<file path="config.mk">
export PLATFORM = sky130hd
export DESIGN_NAME = bba_ctrl
export DESIGN_NICKNAME = d
export VERILOG_FILES = /design/src/sv/block_bitmap_allocator_defines.svh /design/src/sv/bba_pkg.sv /design/src/sv/bba_ctrl.sv
export SDC_FILE = /design/constraint.sdc
export NUM_CORES = 1
export LEC_CHECK = 0
export BUFFER_PORTS_ARGS = -buffer_cell sky130_fd_sc_hd__clkbuf_2
export CAP_MARGIN = 0
export CORE_AREA = 2 2 39 41
export DETAILED_ROUTE_END_ITERATION = 10
export DIE_AREA = 0 0 41 43
export GPL_TIMING_DRIVEN = 0
export PLACE_DENSITY_LB_ADDON = 0.3
export SKIP_CTS_REPAIR_TIMING = 1
export SLEW_MARGIN = 15
export SYNTH_ARGS = -nofsm -noshare
export SYNTH_HDL_FRONTEND = slang
export SYNTH_SLANG_ARGS = --single-unit
</file>
<file path="constraint.sdc">
create_clock -name clk -period 2.7 [get_ports clk]
set_input_delay 0 -clock clk [delete_from_list [all_inputs] [get_ports clk]]
set_output_delay 0 -clock clk [all_outputs]
set_load 0.005 [all_outputs]
</file>
<file path="src/sv/block_bitmap_allocator_defines.svh">
// ----------------------------------------------------------------------------
// Block bitmap allocator assertion macros
// Shorthands for the concurrent checks at the end of the top level.
// ----------------------------------------------------------------------------
`ifndef BLOCK_BITMAP_ALLOCATOR_DEFINES_SVH
`define BLOCK_BITMAP_ALLOCATOR_DEFINES_SVH

// Same-cycle implication, disabled while reset is asserted.
`define BBA_ASSERT_SAME(label, ante, cons, msg) \
    label: assert property (@(posedge clk) disable iff (!rst_n) (ante) |-> (cons)) \
        else $error(msg);

// Next-cycle implication, disabled while reset is asserted.
`define BBA_ASSERT_NEXT(label, ante, cons, msg) \
    label: assert property (@(posedge clk) disable iff (!rst_n) (ante) |=> (cons)) \
        else $error(msg);

`endif

</file>
<file path="src/sv/bba_pkg.sv">
// ----------------------------------------------------------------------------
// Block bitmap allocator package
// Shared types, codes and constants of the allocator.
// ----------------------------------------------------------------------------
package bba_pkg;

    localparam int MAX_BLOCKS_DEF = 4096;
    localparam int ADDR_W         = 12;
    localparam int LIMIT_W        = 13;
    localparam int MARK_W         = 13;
    localparam logic [LIMIT_W-1:0] LIMIT_RESET = 13'd4096;

    typedef enum logic
    {
        CMD_ALLOC = 1'b0,
        CMD_FREE  = 1'b1
    } cmd_t;

    typedef enum logic [1:0]
    {
        STAT_OK       = 2'd0,
        STAT_FULL     = 2'd1,
        STAT_RANGE    = 2'd2,
        STAT_NOT_USED = 2'd3
    } alloc_status_t;

    typedef struct packed
    {
        cmd_t              cmd;
        logic [ADDR_W-1:0] block_addr;
    } req_t;

    typedef struct packed
    {
        alloc_status_t     status;
        logic [ADDR_W-1:0] granted_block;
        logic              extended;
        logic [MARK_W-1:0] used_mark;
    } rsp_t;

    typedef enum logic [1:0]
    {
        S_CLEAR,
        S_IDLE,
        S_EXEC
    } state_t;

    // controller -> datapath
    typedef struct packed
    {
        logic clear_step;
        logic capture;
        logic commit;
    } ctrl_cmd_t;

    // datapath -> controller
    typedef struct packed
    {
        logic clear_last;
    } dp_stat_t;

endpackage

</file>
<file path="src/sv/bba_ctrl.sv">
// ----------------------------------------------------------------------------
// Block bitmap allocator controller
// Sequences the bitmap clear, request capture and commit of each transaction.
// ----------------------------------------------------------------------------
module bba_ctrl
(
    input  logic                clk,
    input  logic                rst_n,
    input  logic                req_valid,
    output logic                req_stall,
    output logic                rsp_valid,
    input  logic                rsp_stall,
    output bba_pkg::ctrl_cmd_t  cmd,
    input  bba_pkg::dp_stat_t   stat
);
    import bba_pkg::*;

    state_t state_reg;
    state_t state_next;
    logic   rsp_valid_reg;
    logic   rsp_valid_next;
    logic   out_free;

    assign out_free = !rsp_valid_reg || !rsp_stall;

    always_comb
    begin
        state_next = state_reg;
        unique case (state_reg)
            S_CLEAR:
            begin
                if (stat.clear_last)
                begin
                    state_next = S_IDLE;
                end
            end
            S_IDLE:
            begin
                if (req_valid)
                begin
                    state_next = S_EXEC;
                end
            end
            S_EXEC:
            begin
                if (out_free)
                begin
                    state_next = S_IDLE;
                end
            end
            default:
            begin
                state_next = S_CLEAR;
            end
        endcase
    end

    always_comb
    begin
        cmd.clear_step = 1'b0;
        cmd.capture    = 1'b0;
        cmd.commit     = 1'b0;
        req_stall      = 1'b1;
        unique case (state_reg)
            S_CLEAR:
            begin
                cmd.clear_step = 1'b1;
            end
            S_IDLE:
            begin
                req_stall   = 1'b0;
                cmd.capture = req_valid;
            end
            S_EXEC:
            begin
                cmd.commit = out_free;
            end
            default:
            begin
                req_stall = 1'b1;
            end
        endcase
    end

    always_comb
    begin
        if (cmd.commit)
        begin
            rsp_valid_next = 1'b1;
        end
        else
        begin
            rsp_valid_next = rsp_valid_reg && rsp_stall;
        end
    end

    always_ff @(posedge clk or negedge rst_n)
    begin
        if (!rst_n)
        begin
            state_reg     <= S_CLEAR;
            rsp_valid_reg <= 1'b0;
        end
        else
        begin
            state_reg     <= state_next;
            rsp_valid_reg <= rsp_valid_next;
        end
    end

    assign rsp_valid = rsp_valid_reg;

endmodule

</file>
# Word-level counts from Yosys, hierarchy flattened
# Cells that the tools add are included.
# classes
reduce_logical	6
n_eq_ne	5
n_mux	9
# ops
cell	count
2-bit two-way mux	3
2-bit inequality test (second input constant)	3
2-bit case mux with 3 select lines	1
1-bit two-way mux	5
3-bit AND reduction	1
2-bit by 1-bit == test with 1-bit output (second input constant)	1
2-bit == test (second input constant)	1
1-bit logical NOT	2
2-bit logical NOT	1
1-bit logical AND	1
1-bit logical OR	1
# totals
reg_bits	3
word_cells	22
input_bits	5

# Depth between registers and ports, before layout
# Gate-level depths: netlist (run 1).
# logic_depth
word_depth	4
depth_mapped	2
mapped_depth_nobuf	2

# Worst setup path before layout (run 1)
# No wires, ideal clock.
# synth_timing
path_type	register -> register
start	reg rsp_valid_reg (netlist: rsp_valid)
end	reg state_reg[0]
path_stages_with_launch	3
required_time_ns	2.604
setup_ns	0.096
period_less_slack_ns	0.904
n_path_buf	0
slack_ns	1.796
arrival_time_ns	0.808
path_cell_list	dfrtp_1 -> and3_1 -> o32ai_2
# synth_via
elab_chain_len	4
# synth_lines
item	line	source
start, declared	bba_ctrl.sv:20	logic rsp_valid_reg;
start signal, assigned	bba_ctrl.sv:107	rsp_valid_reg <= rsp_valid_next;
1-bit logical NOT	bba_ctrl.sv:24	assign out_free = !rsp_valid_reg || !rsp_stall;
1-bit logical OR	bba_ctrl.sv:24	
2-bit inequality test (no line)	n/a	
3-bit AND reduction (no line)	n/a	
end signal, assigned	bba_ctrl.sv:106	state_reg <= state_next;
end, declared	bba_ctrl.sv:18	state_t state_reg;
# Every way passes these cells.
# A chain may end at the register's enable or synchronous reset.

==> results of run 1 <==
-- tightest hold or removal path: stages --
cell	delay [ps]
clkbuf_2	90
nand2_1	40
nand2_1	50
-- cell families after synthesis --
group / count (synthesis) / share of synthesized area
compound gates: 3 / 0.189
buf+inv: 1 / 0.0246
flops: 3 / 0.492
simple gates: 8 / 0.295
-- through the flow --
stage	total power [W]	setup WS (ps)
4_1_cts	0.000272	1540
6_report	0.000269	1560
3_3_place_gp	0.000190	1760
3_5_place_dp	0.000191	1760
5_1_grt	0.000297	1480
2_1_floorplan	0.000142	1800
-- final timing paths --
path | startpoint | endpoint | slack (ps) | depth (start not counted)
worst max-delay path | state_reg[0]$_DFFE_PN0P_ | cmd[0] | 1560 | 3
worst min-delay path | rsp_stall | rsp_valid$_DFF_PN0_ | -7 | 3
worst max register to register | state_reg[1]$_DFFE_PN0P_ | state_reg[0]$_DFFE_PN0P_ | 1770 | 2
worst min register to register | rsp_valid$_DFF_PN0_ | rsp_valid$_DFF_PN0_ | 510 | 2
max in group asynchronous | rst_n | rsp_valid$_DFF_PN0_ | 2470 | 2
min in group asynchronous | rst_n | state_reg[1]$_DFFE_PN0P_ | 110 | 2
-- where the power goes --
group          leakage (nW)  internal (W)  switching, W
logic                0.0948     0.0000565     0.0000426
clock network        0.0150     0.0000554     0.0000232
registers            0.0383     0.0000651     0.0000265
total                 0.148      0.000177     0.0000924
-- layer usage --
layer	share of wire	vias to the layer above	wire length (um)	GRT usage
li1	-	83	-	-
met1	0.52	66	213	0.0809
met2	0.28	12	112	0.0469
met3	0.20	0	82	0.0628
met4	0	0	0	0.0400
met5	0	-	0	0
-- layout by cell type (no fill, tap or decap) --
master / synthesis / final
clkbuf_2: 0 / 9
clkbuf_4: 0 / 3
dfrtp_1: 3 / 3
nor2_1: 2 / 2
nand2_1: 2 / 2
dlygate4sd3_1: 0 / 2
nand2b_2: 1 / 1
nand2b_1: 1 / 1
a21oi_1: 1 / 1
and3b_1: 1 / 1
and3_1: 1 / 1
o32ai_2: 1 / 1
inv_1: 1 / 1
a21o_1: 1 / 1
clkbuf_1: 0 / 1
-- cell type report --
cell class                 count  area share
tap                           16      0.0758
timing repair buffer          11       0.246
sequential                     3       0.284
clock buffer                   4      0.0995
multi-input combinational     11       0.280
inverter                       1      0.0142
==> flow_summary.toml, run 1 <==
[run_status]
outcome = "finished, violations left"
violations = "negative hold slack"

[routing]
drt_iter0_drc = 3
avgRoutedWirePerCell_um = 8.85
finalWirelength_um = 407
firstDrtPassIters = 4
route.detailed.drc = 0
vias = 161
ant_nets = 0
via_per_inst = 3.50

[sta]
fin_skew_ps = 2.34
hold_ws_ps = -7.07
slew_viol_final = 0
finalHoldViolations = 1
timing.final.crit_share = 0.421
slew_headroom = 0.861
period_needed_ps = 1140
worstMarginPinSlew_ps = 209
setup_viol = 0
rsz0062_at_grt = "false"
fmax_ghz = 0.879
timing.setup.tns_ps = 0

[finish]
area_growth_pct = 73.0
finalNetCount = 36
n_fill_cell = 154
final_cells = 46
drive_above_1_share = 0.467
multi_input_area_um2 = 73.8
seq_area_um2 = 75.1
largest_reg_flops = 2
antenna_cells = 0
finish.instance_area_um2 = 264
fin_util = 0.191

[placed_design]
portBuffers = 9
dp_hpwl_um = 318
gp_congestion = 0.602
postPlaceCellArea_um2 = 218
dp_cells = 40

[yosys]
ys_seq_area_frac = 0.492
synth_ff_type = "dfrtp_1"
yosysTopAreaCell = "dfrtp_1"
syn-cell-area_um2 = 153
yosys_warnings = 0
syn_inst = 15
yosysTopAreaCellShare = 0.492
yosysMostFrequentCell = "dfrtp_1"
synth_fp_nets = 20
ys_top_cells_by_count = "3 x dfrtp_1, 2 x nand2_1, 2 x nor2_1"
synth.distinct_cells = 11
syn_avg_cell_area_um2 = 10.2
ys_ff_latch = 3
async_reset_ff_frac = 1.00
synth_edf_count = 0
yosys-top-cells-area = "dfrtp_1 49%, o32ai_2 11%, and3b_1 5.7%"

[min_path]
holdCritPathClass = "in2reg"

[clocking]
ctsHtreeMaxLevel = 1
clk_pin_slew_ps = 40
insertion_delay_ps = 230
cts_tree = "built"
cts_made_buffers = 3
cts.sinks = 3
cts_root_buf = "clkbuf_4"
clockBufferDepth = 2

[worst_setup_path]
arrival_ps = 1140
worstPathRequired_ps = 2700
cp_max_fo = 6
critPathCaptureType = "output port"
worstSetupPathType = "reg2out"
cp_num_buf_inv = 1
slowest_stage = "dfrtp_1"
cpPeakStageDelay_ps = 440
path_cells = "nand2b_1 -> a21oi_1 -> clkbuf_2"
startpoint_type = "register"
path_delay_family = "flip-flops"

[floorplanning]
initial_core_util = 0.110
core-area_um2 = 1380
die_y_um = 43
std_cell_rows = 14
io_pins = 10
die-area_um2 = 1760
die_width_um = 41

[power]
p_leak_nw = 0.148
max-vdd-ir-drop_mv = 0.396
powerDensity_nw_per_um2 = 1020

[global_routing]
track_usage = 0.0584
grt_pass1_vias = 154
grt_max_degree = 7
antenna_found_initial = 0
grt_pass1_wl_um = 648
gr-total-overflow = 0

[flow_run]
maxCapViolations = 0
Note: power is estimated with default switching activity, not from simulation.
==> inputs of run 2 (changes only) <==
==> constraint.sdc (replaced) <==
create_clock -name clk -period 1.1 [get_ports clk]
set_input_delay 0 -clock clk [delete_from_list [all_inputs] [get_ports clk]]
set_output_delay 0 -clock clk [all_outputs]
set_load 0.005 [all_outputs]
==> flow_summary.toml, run 2 (same netlist as run 1, synthesis figures left out) <==
[min_path]
holdCritPathClass = "in2reg"
hold_depth = 3
min_to = "rsp_valid$_DFF_PN0_"
min_from = "rsp_stall"

[worst_setup_path]
reg2reg_from = "state_reg[1]$_DFFE_PN0P_"
path_delay_family = "flip-flops"
path_cells = "nand2b_4 -> a21oi_2 -> clkbuf_2"
r2r_end = "state_reg[0]$_DFFE_PN0P_"
worstRegToRegCells = 2
startpoint_type = "register"
r2r_setup_slack_ps = 120
worstSetupPathType = "reg2out"
slowest_stage = "dfrtp_2"
critPathCaptureType = "output port"
arrival_ps = 1040
cp_num_buf_inv = 1
worstPathRequired_ps = 1100
cpPeakStageDelay_ps = 430
cp_max_fo = 5

[finish]
finish.instance_area_um2 = 294
area_growth_pct = 92.6
finalNetCount = 38
final_common_cell = "clkbuf_2"
largest_reg_flops = 2
n_fill_cell = 155
antenna_cells = 0
final_cell_mix = "9 x clkbuf_2, 3 x clkbuf_4"
drive_above_1_share = 0.656
seq_area_um2 = 77.6
multi_input_area_um2 = 86.3

[clocking]
ctsHtreeMaxLevel = 1
cts_tree = "built"
insertion_delay_ps = 230
cts_made_buffers = 3
cts_root_buf = "clkbuf_4"
clockBufferDepth = 2
cts.sinks = 3
clk_pin_slew_ps = 40

[power]
power_w = 0.000763
pwr-share-clk = 0.258
p_leak_nw = 0.160
switching_share = 0.336
power_frac_comb = 0.433
switching_power_w = 0.000257
p_int_w = 0.000506
max-vdd-ir-drop_mv = 0.734
powerDensity_nw_per_um2 = 2590
pwr-share-seq = 0.309

[floorplanning]
io_pins = 10
die-area_um2 = 1760
core-area_um2 = 1380
std_cell_rows = 14
initial_core_util = 0.110
die_y_um = 43
die_width_um = 41

[placed_design]
portBuffers = 9
postPlaceCellArea_um2 = 218
gp_congestion = 0.602
dp_hpwl_um = 318

[routing]
route.detailed.drc = 0
vias = 169
via_per_inst = 3.52
drt_iter0_drc = 1
avgRoutedWirePerCell_um = 9.56
finalWirelength_um = 459
ant_nets = 0
firstDrtPassIters = 2

[sta]
finalHoldViolations = 0
slew_viol_final = 0
slew_headroom = 0.871
fin_skew_ps = 4.79
fmax_ghz = 0.958
timing.final.crit_share = 0.949
period_needed_ps = 1040
worstMarginPinSlew_ps = 193
setup_viol = 0

[global_routing]
grt_pass1_vias = 154
track_usage = 0.0584
grt_pass1_wl_um = 648
antenna_found_initial = 0
gr-total-overflow = 0
grt_max_degree = 7

[flow_run]
maxCapViolations = 0

[run_status]
outcome = "finished clean"
[run 2: through the flow]
stage,hold WS [ps],utilization,worst slack (ps),TNS [ps],std cells
detailed placement,-195,0.157,161,0,40
global route,35.8,0.212,-3.85,-3.85,48
floorplan,-296,-,196,0,15
CTS,-442,0.176,-57.6,-57.6,44
global placement,-196,0.157,156,0,40
finish,11.3,0.212,56.1,0,48
[run 2: layout make-up]
cell class / count / share of cell area
multi-input combinational: 11 / 0.294
timing repair buffer: 13 / 0.272
sequential: 3 / 0.264
clock buffer: 4 / 0.0894
tap: 16 / 0.0681
inverter: 1 / 0.0128
[run 2: worst max-delay path by stage]
stage                                   from                       end  slack, ps  depth (start not counted)
floorplan                rsp_valid$_DFF_PN0_  state_reg[0]$_DFFE_PN0P_        200                          2
global placement         rsp_valid$_DFF_PN0_  state_reg[0]$_DFFE_PN0P_        160                          2
detailed placement  state_reg[1]$_DFFE_PN0P_  state_reg[0]$_DFFE_PN0P_        160                          2
CTS                 state_reg[0]$_DFFE_PN0P_                    cmd[0]        -60                          3
global route        state_reg[0]$_DFFE_PN0P_                    cmd[0]         -4                          3
finish              state_reg[0]$_DFFE_PN0P_                    cmd[0]         60                          3
[run 2: routing by layer]
metal,global-route usage,vias up,share of wire
met1,0.0809,73,0.51
li1,-,86,-
met5,0,-,0
met3,0.0628,0,0.17
met2,0.0469,10,0.32
met4,0.0400,0,0
[run 2: power groups by stage]
stage	clock [W]	sequential (W)	combinational, W
floorplan	0	0.000214	0.000134
global placement	0	0.000230	0.000237
detailed placement	0	0.000228	0.000241
CTS	0.000198	0.000226	0.000243
global route	0.000215	0.000248	0.000370
finish	0.000197	0.000236	0.000330
[run 2: tightest hold or removal path: stages]
cell,delay [ps]
clkbuf_2,110
nand2_1,50
nand2_1,50
==> inputs of run 3 (changes only) <==
--- a/config.mk
+++ b/config.mk
@@ -5,6 +5,7 @@
 export SDC_FILE = /design/constraint.sdc
 export NUM_CORES = 1
 export LEC_CHECK = 0
+export ABC_AREA = 1
 export BUFFER_PORTS_ARGS = -buffer_cell sky130_fd_sc_hd__clkbuf_2
 export CAP_MARGIN = 0
 export CORE_AREA = 2 2 39 41
==> flow_summary.toml, run 3 <==
[finish]
area_growth_pct = 75.8
largest_reg_flops = 2
finish.instance_area_um2 = 264
finalNetCount = 43
drive_above_1_share = 0.432
final_cell_mix = "8 x clkbuf_2, 6 x nand2_1, 5 x inv_1, 3 x clkbuf_4, 3 x dfrtp_1"
final_common_cell = "clkbuf_2"
antenna_cells = 0

[global_routing]
track_usage = 0.0574
grt_max_degree = 6
gr-total-overflow = 0
antenna_found_initial = 0
grt_pass1_vias = 169
grt_pass1_wl_um = 579

[floorplanning]
initial_core_util = 0.108
std_cell_rows = 14
die_y_um = 43
io_pins = 10
core-area_um2 = 1380
die_width_um = 41
die-area_um2 = 1760

[sta]
rsz0062_at_grt = "true"
slew_viol_final = 0
period_needed_ps = 1010
timing.final.ws_setup_ps = 89.7
fin_skew_ps = 3.11
fmax_ghz = 0.990
setup_viol = 0
timing.setup.tns_ps = 0
finalHoldViolations = 1
slew_headroom = 0.888
hold_ws_ps = -4.90
timing.final.crit_share = 0.918
worstMarginPinSlew_ps = 166

[worst_setup_path]
worstSetupPathType = "reg2out"
arrival_ps = 1010
cp_max_fo = 5
path_cells = "nor2_2 -> inv_2 -> nor2_2 -> buf_2"
cpPeakStageDelay_ps = 410
worstPathRequired_ps = 1100
cpMostUsedCell = "nor2_2"
startpoint_type = "register"
critPathCaptureType = "output port"
slowest_stage = "dfrtp_1"
worstRegToRegCells = 5

[routing]
via_per_inst = 3.28
route.detailed.drc = 0
drt_iter0_drc = 2
avgRoutedWirePerCell_um = 6.51
finalWirelength_um = 345
ant_nets = 0
firstDrtPassIters = 3
vias = 174

[yosys]
yosys-top-cells-area = "dfrtp_1 50%, inv_1 15%, nand2_1 15%"
yosys_warnings = 0
syn_inst = 22
synth_ff_type = "dfrtp_1"
synth_edf_count = 0
synth.distinct_cells = 6
yosysTopAreaCellShare = 0.500
ys_seq_area_frac = 0.500
syn_avg_cell_area_um2 = 6.82
synth_fp_nets = 27
async_reset_ff_frac = 1.00
syn-cell-area_um2 = 150
ys_ff_latch = 3
yosysTopAreaCell = "dfrtp_1"
ys_top_cells_by_count = "6 x inv_1, 6 x nand2_1, 4 x nor2_1, 3 x dfrtp_1, 2 x nand3_1"

[placed_design]
portBuffers = 9
dp_hpwl_um = 287
postPlaceCellArea_um2 = 215
gp_congestion = 0.645
pre_cts_ws_ps = 225

[min_path]
hold_depth = 3
holdCritPathClass = "in2reg"

[power]
powerDensity_nw_per_um2 = 2490
max-vdd-ir-drop_mv = 0.684
power_w = 0.000657
p_leak_nw = 0.161

[clocking]
clk_pin_slew_ps = 40
clockBufferDepth = 2
insertion_delay_ps = 230
cts_root_buf = "clkbuf_4"
cts.sinks = 3
cts_tree = "built"
ctsHtreeMaxLevel = 1
cts_made_buffers = 3

[run_status]
outcome = "finished, violations left"
violations = "negative hold slack"

[flow_run]
maxCapViolations = 0
## run 3: cell types whose count changed in the layout (fill, tap and decap cells not counted), moves of 2 or more
cell,delta
dfrtp_2,-2
nor2_2,+2
dfrtp_1,+2
nand3_1,+2
nand2_1,+4
inv_1,+4
## run 3: cell type report
cell class,instances,area [um^2]
timing repair buffer,11,62.6
tap,16,20.0
clock buffer,4,26.3
inverter,6,22.5
multi-input combinational,13,57.6
fill,168,1120
sequential,3,75.1
## run 3: where the power goes
part | total [W] | internal, W | switching (W)
clock | 0.000193 | 0.000136 | 0.0000569
sequential | 0.000199 | 0.000160 | 0.0000389
combinational | 0.000265 | 0.000126 | 0.000139
total | 0.000657 | 0.000422 | 0.000234
## run 3: worst paths after layout
kind / from / to / slack, ps
max in group asynchronous: rst_n / state_reg[1]$_DFFE_PN0P_ / 900
worst max register to register: state_reg[1]$_DFFE_PN0P_ / state_reg[0]$_DFFE_PN0P_ / 180
worst min-delay path: rsp_stall / rsp_valid$_DFF_PN0_ / -5
worst max-delay path: state_reg[0]$_DFFE_PN0P_ / cmd[0] / 90
min in group asynchronous: rst_n / state_reg[0]$_DFFE_PN0P_ / 90
worst min register to register: rsp_valid$_DFF_PN0_ / rsp_valid$_DFF_PN0_ / 500
## run 3: stage by stage
| step | util | std cells |
|---|---|---|
| after floorplan | - | 22 |
| after global placement | 0.156 | 47 |
| after detailed placement | 0.156 | 47 |
| after CTS | 0.175 | 51 |
| after global routing | 0.191 | 53 |
| final | 0.191 | 53 |
## run 3: critical path: cells and delay by family, from the launching register on
family / cells / cell delay, ps
buf+inv: 2 / 160
flops: 1 / 410
simple gates: 2 / 210
## run 3: cell families after synthesis
family,after synthesis,synth area share
flip-flops,3,0.500
buffers and inverters,6,0.150
AO/OA/AOI/OAI,1,0.0333
AND/OR/NAND/NOR,12,0.317
## run 3: routing by layer
layer	global-route usage	wire, um	vias to the layer above
li1	-	-	93
met1	0.0519	133	77
met2	0.0625	188	4
met3	0.0471	23	0
met4	0.0800	0	0
met5	0	0	-
